File: src/sv/lspq_pkg.sv
// Shared constants, types and helpers for the linear-scan priority queue.
`timescale 1ns / 1ps

package lspq_pkg;

  localparam int QUEUE_DEPTH = 16;
  localparam int IDX_W       = (QUEUE_DEPTH > 1) ? $clog2(QUEUE_DEPTH) : 1;
  localparam int CNT_W       = $clog2(QUEUE_DEPTH + 1);
  localparam int DATA_W      = 32;
  localparam int PRIO_W      = 8;
  localparam int STATUS_W    = 2;

  localparam logic [CNT_W-1:0] DEPTH_CNT = CNT_W'(QUEUE_DEPTH);
  localparam logic [IDX_W:0]   DEPTH_SUM = (IDX_W + 1)'(QUEUE_DEPTH);

  localparam logic MODE_PUSH = 1'b0;
  localparam logic MODE_POP  = 1'b1;

  localparam logic [STATUS_W-1:0] STATUS_DONE  = 2'd0;
  localparam logic [STATUS_W-1:0] STATUS_FULL  = 2'd1;
  localparam logic [STATUS_W-1:0] STATUS_EMPTY = 2'd2;

  typedef struct packed {
    logic [DATA_W-1:0] payload;
    logic [PRIO_W-1:0] prio;
  } entry_t;

  typedef struct packed {
    logic   mode;
    entry_t entry;
  } item_t;

  typedef struct packed {
    logic             wr_en;
    logic [IDX_W-1:0] wr_addr;
    entry_t           wr_data;
    logic [IDX_W-1:0] rd_addr;
  } mem_req_t;

  typedef struct packed {
    logic                valid;
    logic [STATUS_W-1:0] status;
    entry_t              entry;
  } result_t;

  // Ring-buffer slot arithmetic: base + off, wrapped to the depth (off < depth).
  function automatic logic [IDX_W-1:0] slot_add(input logic [IDX_W-1:0] base,
                                                input logic [IDX_W-1:0] off);
    logic [IDX_W:0] sum;
    sum = {1'b0, base} + {1'b0, off};
    if (sum >= DEPTH_SUM) begin
      sum = sum - DEPTH_SUM;
    end
    return sum[IDX_W-1:0];
  endfunction

endpackage

File: src/sv/lspq_ram.sv
// Generic simple dual-port RAM, one write and one registered read port.
`timescale 1ns / 1ps

module lspq_ram #(
  parameter int WIDTH = 8,
  parameter int DEPTH = 16
) (
  input  logic                                    clk,
  input  logic                                    wr_en,
  input  logic [((DEPTH > 1) ? $clog2(DEPTH) : 1)-1:0] wr_addr,
  input  logic [WIDTH-1:0]                        wr_data,
  input  logic [((DEPTH > 1) ? $clog2(DEPTH) : 1)-1:0] rd_addr,
  output logic [WIDTH-1:0]                        rd_data
);

  logic [WIDTH-1:0] mem [DEPTH];

  always_ff @(posedge clk) begin
    if (wr_en) begin
      mem[wr_addr] <= wr_data;
    end
    rd_data <= mem[rd_addr];
  end

endmodule

File: src/sv/lspq_seq.sv
// Sequencer: ring pointers, scan and shift passes over the entry memory.
`timescale 1ns / 1ps

module lspq_seq (
  input  logic                      clk,
  input  logic                      rst,
  input  logic                      req_valid,
  input  lspq_pkg::item_t           req,
  output logic                      idle,
  output lspq_pkg::result_t         res,
  input  logic                      res_take,
  output lspq_pkg::mem_req_t        mem_req,
  input  lspq_pkg::entry_t          mem_rd_data
);

  typedef enum logic [3:0] {
    ST_IDLE   = 4'b0001,
    ST_SCAN   = 4'b0010,
    ST_SHIFT  = 4'b0100,
    ST_RESULT = 4'b1000
  } state_t;

  state_t                             state;
  logic [lspq_pkg::IDX_W-1:0]         head;
  logic [lspq_pkg::IDX_W-1:0]         tail;
  logic [lspq_pkg::CNT_W-1:0]         count;
  logic [lspq_pkg::CNT_W-1:0]         rd_off;
  logic [lspq_pkg::CNT_W-1:0]         pend_off;
  logic                               pend_valid;
  lspq_pkg::entry_t                   best;
  logic [lspq_pkg::CNT_W-1:0]         best_off;
  logic [lspq_pkg::STATUS_W-1:0]      res_status;
  lspq_pkg::entry_t                   res_entry;

  logic                               issue;
  logic                               last;
  logic                               take;
  logic [lspq_pkg::CNT_W-1:0]         sel_off;
  lspq_pkg::entry_t                   sel_entry;
  logic [lspq_pkg::CNT_W-1:0]         wr_off;
  logic                               full;

  assign full      = (count == lspq_pkg::DEPTH_CNT);
  assign issue     = (state == ST_SCAN || state == ST_SHIFT) && (rd_off < count);
  assign last      = pend_valid && (pend_off == count - lspq_pkg::CNT_W'(1));
  assign take      = (pend_off == '0) || (mem_rd_data.prio < best.prio);
  assign sel_off   = take ? pend_off : best_off;
  assign sel_entry = take ? mem_rd_data : best;
  assign wr_off    = pend_off - lspq_pkg::CNT_W'(1);

  assign idle = (state == ST_IDLE);
  assign res  = '{valid: (state == ST_RESULT), status: res_status, entry: res_entry};

  // Memory requests: push write at the tail, scan and shift reads, shift write-back.
  always_comb begin
    mem_req         = '0;
    mem_req.rd_addr = lspq_pkg::slot_add(head, rd_off[lspq_pkg::IDX_W-1:0]);
    if (state == ST_IDLE) begin
      mem_req.rd_addr = head;
      if (req_valid && req.mode == lspq_pkg::MODE_PUSH && !full) begin
        mem_req.wr_en   = 1'b1;
        mem_req.wr_addr = tail;
        mem_req.wr_data = req.entry;
      end
    end else if (state == ST_SHIFT && pend_valid) begin
      mem_req.wr_en   = 1'b1;
      mem_req.wr_addr = lspq_pkg::slot_add(head, wr_off[lspq_pkg::IDX_W-1:0]);
      mem_req.wr_data = mem_rd_data;
    end
  end

  always_ff @(posedge clk) begin
    if (rst) begin
      state      <= ST_IDLE;
      head       <= '0;
      tail       <= '0;
      count      <= '0;
      pend_valid <= 1'b0;
    end else begin
      unique case (state)
        ST_IDLE: begin
          if (req_valid) begin
            res_entry <= '0;
            if (req.mode == lspq_pkg::MODE_PUSH) begin
              state <= ST_RESULT;
              if (full) begin
                res_status <= lspq_pkg::STATUS_FULL;
              end else begin
                res_status <= lspq_pkg::STATUS_DONE;
                tail       <= lspq_pkg::slot_add(tail, lspq_pkg::IDX_W'(1));
                count      <= count + lspq_pkg::CNT_W'(1);
              end
            end else if (count == '0) begin
              res_status <= lspq_pkg::STATUS_EMPTY;
              state      <= ST_RESULT;
            end else begin
              rd_off     <= lspq_pkg::CNT_W'(1);
              pend_off   <= '0;
              pend_valid <= 1'b1;
              state      <= ST_SCAN;
            end
          end
        end
        ST_SCAN: begin
          if (issue) begin
            rd_off     <= rd_off + lspq_pkg::CNT_W'(1);
            pend_off   <= rd_off;
            pend_valid <= 1'b1;
          end else begin
            pend_valid <= 1'b0;
          end
          if (pend_valid && take) begin
            best     <= mem_rd_data;
            best_off <= pend_off;
          end
          if (last) begin
            res_status <= lspq_pkg::STATUS_DONE;
            res_entry  <= sel_entry;
            if (sel_off == '0) begin
              head  <= lspq_pkg::slot_add(head, lspq_pkg::IDX_W'(1));
              count <= count - lspq_pkg::CNT_W'(1);
              state <= ST_RESULT;
            end else if (sel_off + lspq_pkg::CNT_W'(1) == count) begin
              tail  <= lspq_pkg::slot_add(tail, lspq_pkg::IDX_W'(lspq_pkg::QUEUE_DEPTH - 1));
              count <= count - lspq_pkg::CNT_W'(1);
              state <= ST_RESULT;
            end else begin
              rd_off <= sel_off + lspq_pkg::CNT_W'(1);
              state  <= ST_SHIFT;
            end
          end
        end
        ST_SHIFT: begin
          if (issue) begin
            rd_off     <= rd_off + lspq_pkg::CNT_W'(1);
            pend_off   <= rd_off;
            pend_valid <= 1'b1;
          end else begin
            pend_valid <= 1'b0;
          end
          if (last) begin
            tail  <= lspq_pkg::slot_add(tail, lspq_pkg::IDX_W'(lspq_pkg::QUEUE_DEPTH - 1));
            count <= count - lspq_pkg::CNT_W'(1);
            state <= ST_RESULT;
          end
        end
        ST_RESULT: begin
          if (res_take) begin
            state <= ST_IDLE;
          end
        end
        default: begin
          state <= ST_IDLE;
        end
      endcase
    end
  end

endmodule

File: src/sv/linear_scan_priority_queue_unit.sv
// Top level of the linear-scan priority queue: handshakes, result register, entry memory.
`timescale 1ns / 1ps

// Bounded priority queue of 16 payload/priority pairs held as a ring in one
// entry memory (32-bit payload plus 8-bit priority per slot, registered read).
// A request with mode 0 pushes at the tail, or answers status 1 when full;
// mode 1 pops the entry with the smallest priority, the oldest one on a tie,
// or answers status 2 when empty. Every request gives exactly one response;
// data_out and priority_out are zero unless a pop succeeds. One request is
// in work at a time. A push goes from acceptance straight to the result
// state. A pop over n held entries streams the memory read port once to
// find the winner, then, unless the winner is the oldest or the newest
// entry, streams it again to close the gap by moving each later entry one
// slot toward the head, then offers the response. That read port, one
// entry per cycle, sets both passes. The response sits in an output
// register, so a new request is taken while the previous response still
// waits to be collected. The memory needs no clearing after reset: only
// held slots are ever used.

module linear_scan_priority_queue_unit (
  input  logic                                 clk,
  input  logic                                 rst,
  input  logic                                 in_valid,
  output logic                                 in_ready,
  input  logic                                 mode,
  input  logic signed [lspq_pkg::DATA_W-1:0]   data_in,
  input  logic        [lspq_pkg::PRIO_W-1:0]   priority_in,
  output logic                                 out_valid,
  input  logic                                 out_ready,
  output logic        [lspq_pkg::STATUS_W-1:0] status,
  output logic signed [lspq_pkg::DATA_W-1:0]   data_out,
  output logic        [lspq_pkg::PRIO_W-1:0]   priority_out
);

  lspq_pkg::item_t    req;
  lspq_pkg::result_t  res;
  lspq_pkg::mem_req_t mem_req;
  lspq_pkg::entry_t   mem_rd_data;
  logic               idle;
  logic               res_take;

  // Pack the request fields; the payload is stored as raw bits.
  assign req = '{mode: mode, entry: '{payload: $unsigned(data_in), prio: priority_in}};

  // Take a new request only while the sequencer is idle.
  assign in_ready = idle;

  // The response register is free when empty or being drained this cycle.
  assign res_take = !out_valid || out_ready;

  lspq_seq u_seq (
    .clk        (clk),
    .rst        (rst),
    .req_valid  (in_valid),
    .req        (req),
    .idle       (idle),
    .res        (res),
    .res_take   (res_take),
    .mem_req    (mem_req),
    .mem_rd_data(mem_rd_data)
  );

  lspq_ram #(
    .WIDTH($bits(lspq_pkg::entry_t)),
    .DEPTH(lspq_pkg::QUEUE_DEPTH)
  ) u_entries (
    .clk    (clk),
    .wr_en  (mem_req.wr_en),
    .wr_addr(mem_req.wr_addr),
    .wr_data(mem_req.wr_data),
    .rd_addr(mem_req.rd_addr),
    .rd_data(mem_rd_data)
  );

  // Output register: load a finished response, hold it until collected.
  always_ff @(posedge clk) begin
    if (rst) begin
      out_valid <= 1'b0;
    end else if (res.valid && res_take) begin
      out_valid <= 1'b1;
    end else if (out_ready) begin
      out_valid <= 1'b0;
    end
  end

  always_ff @(posedge clk) begin
    if (res.valid && res_take) begin
      status       <= res.status;
      data_out     <= $signed(res.entry.payload);
      priority_out <= res.entry.prio;
    end
  end

  // One request at a time: after an acceptance the block is busy.
  a_busy_after_accept : assert property (@(posedge clk) disable iff (rst)
    in_valid && in_ready |=> !in_ready)
    else $error("request accepted while the previous one was still in work");

  // A refused request never carries payload or priority.
  a_refused_zero : assert property (@(posedge clk) disable iff (rst)
    out_valid && status != lspq_pkg::STATUS_DONE |-> data_out == '0 && priority_out == '0)
    else $error("refused response carries a non-zero payload or priority");

  // Only the three defined status codes are ever offered.
  a_status_code : assert property (@(posedge clk) disable iff (rst)
    out_valid |-> status == lspq_pkg::STATUS_DONE || status == lspq_pkg::STATUS_FULL ||
                  status == lspq_pkg::STATUS_EMPTY)
    else $error("undefined status code on the response");

  // A response is loaded only from the result state, which then frees the input.
  a_load_frees_input : assert property (@(posedge clk) disable iff (rst)
    res.valid && res_take |=> in_ready)
    else $error("sequencer did not return to idle after handing over a response");

endmodule
File: config.mk
export PLATFORM = sky130hd
export DESIGN_NAME = linear_scan_priority_queue_unit
export DESIGN_NICKNAME = d
export VERILOG_FILES = /design/src/sv/lspq_pkg.sv /design/src/sv/lspq_ram.sv /design/src/sv/lspq_seq.sv /design/src/sv/linear_scan_priority_queue_unit.sv
export SDC_FILE = /design/constraint.sdc
export NUM_CORES = 1
export LEC_CHECK = 0
export ABC_AREA = 1
export BUFFER_PORTS_ARGS = -buffer_cell sky130_fd_sc_hd__buf_2
export CAP_MARGIN = 20
export CORE_ASPECT_RATIO = 0.9
export CORE_MARGIN = 2
export CORE_UTILIZATION = 30
export DETAILED_ROUTE_END_ITERATION = 8
export GPL_ROUTABILITY_DRIVEN = 0
export PLACE_DENSITY = 0.47
export SLEW_MARGIN = 5
export SYNTH_ARGS = -nofsm -noshare
export SYNTH_HDL_FRONTEND = slang
export SYNTH_SLANG_ARGS = --single-unit
File: constraint.sdc
create_clock -name clk -period 14.75 [get_ports clk]
set_input_delay 0.7375 -clock clk [delete_from_list [all_inputs] [get_ports clk]]
set_output_delay 0.7375 -clock clk [all_outputs]
set_load 0.03 [all_outputs]
==> results by group <==
Clocking
  • Latest clock arrival within the worst-skew pair: 660 ps
  • CTS sink cnt: 838
  • CTS Buf Count: 94
  • Root buf cell: clkbuf_16
  • Cts repair resizes: 0
  • Postcts setup bufs: 0
  • Clk slew on worst S/H paths: 60 ps
  • Hold Buf Count CTS: 0
  • Clock tree buffer depth: 3
  • Depth of the CTS H-tree: 3
  • CTS tree: yes

Hold path
  • Hold path depth: 2
  • Hold Path Class: input port to flip-flop
  • Hold worst-path end: u_seq.res_status[0]
  • Worst min-delay path startpoint: mode

Routing
  • Drt wl/cell: 23.1 um
  • First-pass detailed-route iteration total: 5
  • Starting DRT DRC Count: 2023
  • Via count: 21000
  • Antenna viol nets, final: 0
  • DR vias/cell: 5.12
  • DRT met1 WL: 43400 um
  • # DRC: 0
  • Met3 Routed Length: 5660 um
  • Max Used Layer: met5
  • Post-Route WL: 94900 um
  • Met2 wire len: 43400 um

Critical path
  • Worst setup EP type: flip-flop
  • FF-to-FF setup slack: 10030 ps
  • FF-to-FF path depth: 12
  • CP Max Fanout: 41
  • Max incr delay on CP: 1200 ps
  • CP Launch Type: flip-flop
  • Worst endpoint data arrival time: 5250 ps
  • CP cell instances: ha_1 -> nand2_1 -> nor2_1 -> a211oi_1 -> o21ai_0 -> a21o_1 -> xor2_4 -> buf_4 -> clkinv_1 -> buf_4 -> o21ai_0 -> o21ai_1
  • Worst reg2reg endpoint: u_entries.rd_data[9]
  • Worst r2r src: u_seq.rd_off[2]
  • Setup CP Type: flip-flop to flip-flop
  • Worst Path Required: 15280 ps
  • Worst path slowest cell: clkinv_1

Layout
  • Filler cell count: 10400
  • Share of layout cells above drive strength 1: 0.117
  • # diodes: 0
  • Area Growth Syn to Fin: 16.0%
  • Layout Nets: 2643

Yosys
  • Top_reg_cell synth: edfxtp_1
  • Yosys warnings: 0
  • FF+latch count, synth: 838
  • Syn nets: 2578
  • Mapped Cells: 2503
  • Synth area leaders: edfxtp_1, o21ai_0, nor2_1
  • Asr flop ratio synth: 0
  • Post-synth top area share: 0.708
  • Unique cell type count in the Yosys netlist: 45
  • EDFF count, synth: 779
  • Seq/Total Area, Yosys: 0.744
  • Area leader, netlist: edfxtp_1
  • Post-Syn Area per Cell: 13.2 um^2
  • Mapped cell area: 0.0330 mm^2

Timing
  • Clock skew: 23.5 ps
  • Final slew viol count: 0
  • Setup ws final: 10030 ps
  • Crit share post-route: 0.320
  • Setup violators final: 0
  • RSZ-0062 raised after global routing: false
  • Rel. slew slack: 0.223
  • Fmax: 212 MHz
  • Endpoints failing hold: 0
  • Min cycle time layout: 4720 ps
  • Setup TNS: 0 ps
  • Least-Margin Pin Slew: 1160 ps

Floorplanning
  • Initial Util: 0.302
  • Full die area: 0.113 mm^2
  • Core Rows: 115
  • Die Wd: 354 um
  • Core area: 0.109 mm^2
  • Height of the die: 319 um
  • IO Pins: 89

Power
  • Leak: 12.7 nW
  • Peak supply drop: 332 uV
  • Power Density: 211 mW/mm^2

Placement
  • Dpl ws: 10090 ps
  • Post-DP HPWL: 45400 um
  • I/O Buffers: 88

Status
  • Status: completed

Global route
  • Vias in the first global route: 20300
  • First-pass GRT wire length: 138000 um
  • Largest net degree at the start of global routing: 233
  • GRT overflow: 0
  • Tot GR Track Use: 0.164
  • Initial antenna violation count: 4

Flow run
  • MaxCap Viol Count: 0
## report_power, final
| group | internal [mW] | total, mW | switching [mW] |
|---|---|---|---|
| clock | 1.44 | 2.36 | 0.925 |
| sequential | 2.89 | 3.06 | 0.162 |
| combinational | 0.729 | 2.68 | 1.95 |
| total | 5.06 | 8.10 | 3.04 |
## layout make-up
class                      instances  area [um^2]  area share
tap                             1462         1830      0.0477
multi-input combinational       1436         7670       0.200
clock buffer                     137         2730      0.0712
sequential                       838        24600       0.641
inverter                          74          293     0.00764
clock inverter                    37          428      0.0112
timing repair buffer             124          788      0.0206
## flip-flops by register name, summed over array words and instances, names as in the netlist
signal             cells
data_out              32
out_valid              1
priority_out           8
status                 2
u_entries.mem        640
u_entries.rd_data     40
u_seq.best            40
u_seq.best_off         5
u_seq.count            5
u_seq.head             4
u_seq.pend_off         5
u_seq.pend_valid       1
u_seq.rd_off           5
u_seq.res             40
u_seq.res_status       2
u_seq.state            4
u_seq.tail             4
## cell usage in the layout (no fill, tap or decap), types with 20 or more instances in the layout
| cell | count |
|---|---|
| edfxtp_1 | 779 |
| clkbuf_1 | 25 |
| o21ai_0 | 411 |
| nand3_1 | 66 |
| o221ai_1 | 68 |
| clkbuf_16 | 97 |
| dfxtp_1 | 59 |
| buf_4 | 31 |
| a21oi_1 | 28 |
| buf_2 | 88 |
| nor2_1 | 460 |
| o21ai_1 | 45 |
| o22ai_1 | 93 |
| nand2_1 | 92 |
| o211ai_1 | 20 |
| a22o_1 | 39 |
| ha_1 | 27 |
| inv_1 | 64 |
## stage by stage
step                      hold WS (ps)   util  area, um^2  total power [mW]  cells
after floorplan                    400      -       33000              4.88   2503
after global placement             406  0.321       35100              5.71   3931
after detailed placement           407  0.321       35100              5.78   3932
after CTS                          380  0.350       38300              8.15   4106
after global routing               390  0.351       38300              8.55   4108
final                              415  0.351       38300              8.10   4108
## cells in the mapped netlist, types with 2 or more instances
cell        n
nor4_1      3
xnor2_1     5
o211ai_1   20
nand2_1    92
a31oi_1     2
o21ai_0   412
nand4_1     6
nand2_2     5
o22ai_1    93
dfxtp_1    59
o21a_1      5
clkbuf_1   86
edfxtp_1  779
or2_2       4
ha_1       27
a22o_1     39
inv_2       6
inv_1      67
nand3_1    66
buf_2      56
buf_6       4
a211oi_1    2
xor2_1     14
o21ai_1    45
fa_1        3
o221ai_1   68
clkbuf_2    7
a21oi_1    28
nor3_1      5
nor2_1    478
a21o_1      3
## cells by family after synthesis
logic type	Yosys count	synth area share
buffers and inverters	229	0.0295
xor gates and xnor gates	19	0.00504
and+or+nand+nor	666	0.0813
AOI/OAI and AO/OA	721	0.128
DFF	838	0.744
adders and majority gates	30	0.0120
## critical path, delay by kind of cell (launching register included)
| kind | cells | cell delay (ps) |
|---|---|---|
| adders and majority gates | 1 | 370 |
| AOI/OAI and AO/OA | 5 | 880 |
| buffers and inverters | 3 | 2560 |
| DFF | 1 | 470 |
| xor gates and xnor gates | 1 | 130 |
| and+or+nand+nor | 2 | 140 |
## worst max-delay path by stage
stage                    startpoint  slack, ps  cells after the start                     to
floorplan             u_seq.best[7]       8310                     10          u_seq.best[0]
global placement    u_seq.rd_off[2]      10140                     12  u_entries.rd_data[10]
detailed placement  u_seq.rd_off[2]      10090                     12  u_entries.rd_data[19]
CTS                 u_seq.rd_off[2]      10040                     12   u_entries.rd_data[9]
global route        u_seq.rd_off[2]       9860                     12   u_entries.rd_data[9]
finish              u_seq.rd_off[2]      10030                     12   u_entries.rd_data[9]
## routing by layer
metal,up-vias,global-route usage
met1,10800,0.235
met2,653,0.258
met3,162,0.0274
li1,9456,-
met5,-,0
met4,2,0.0439
Power figures use the tool's default switching activity.
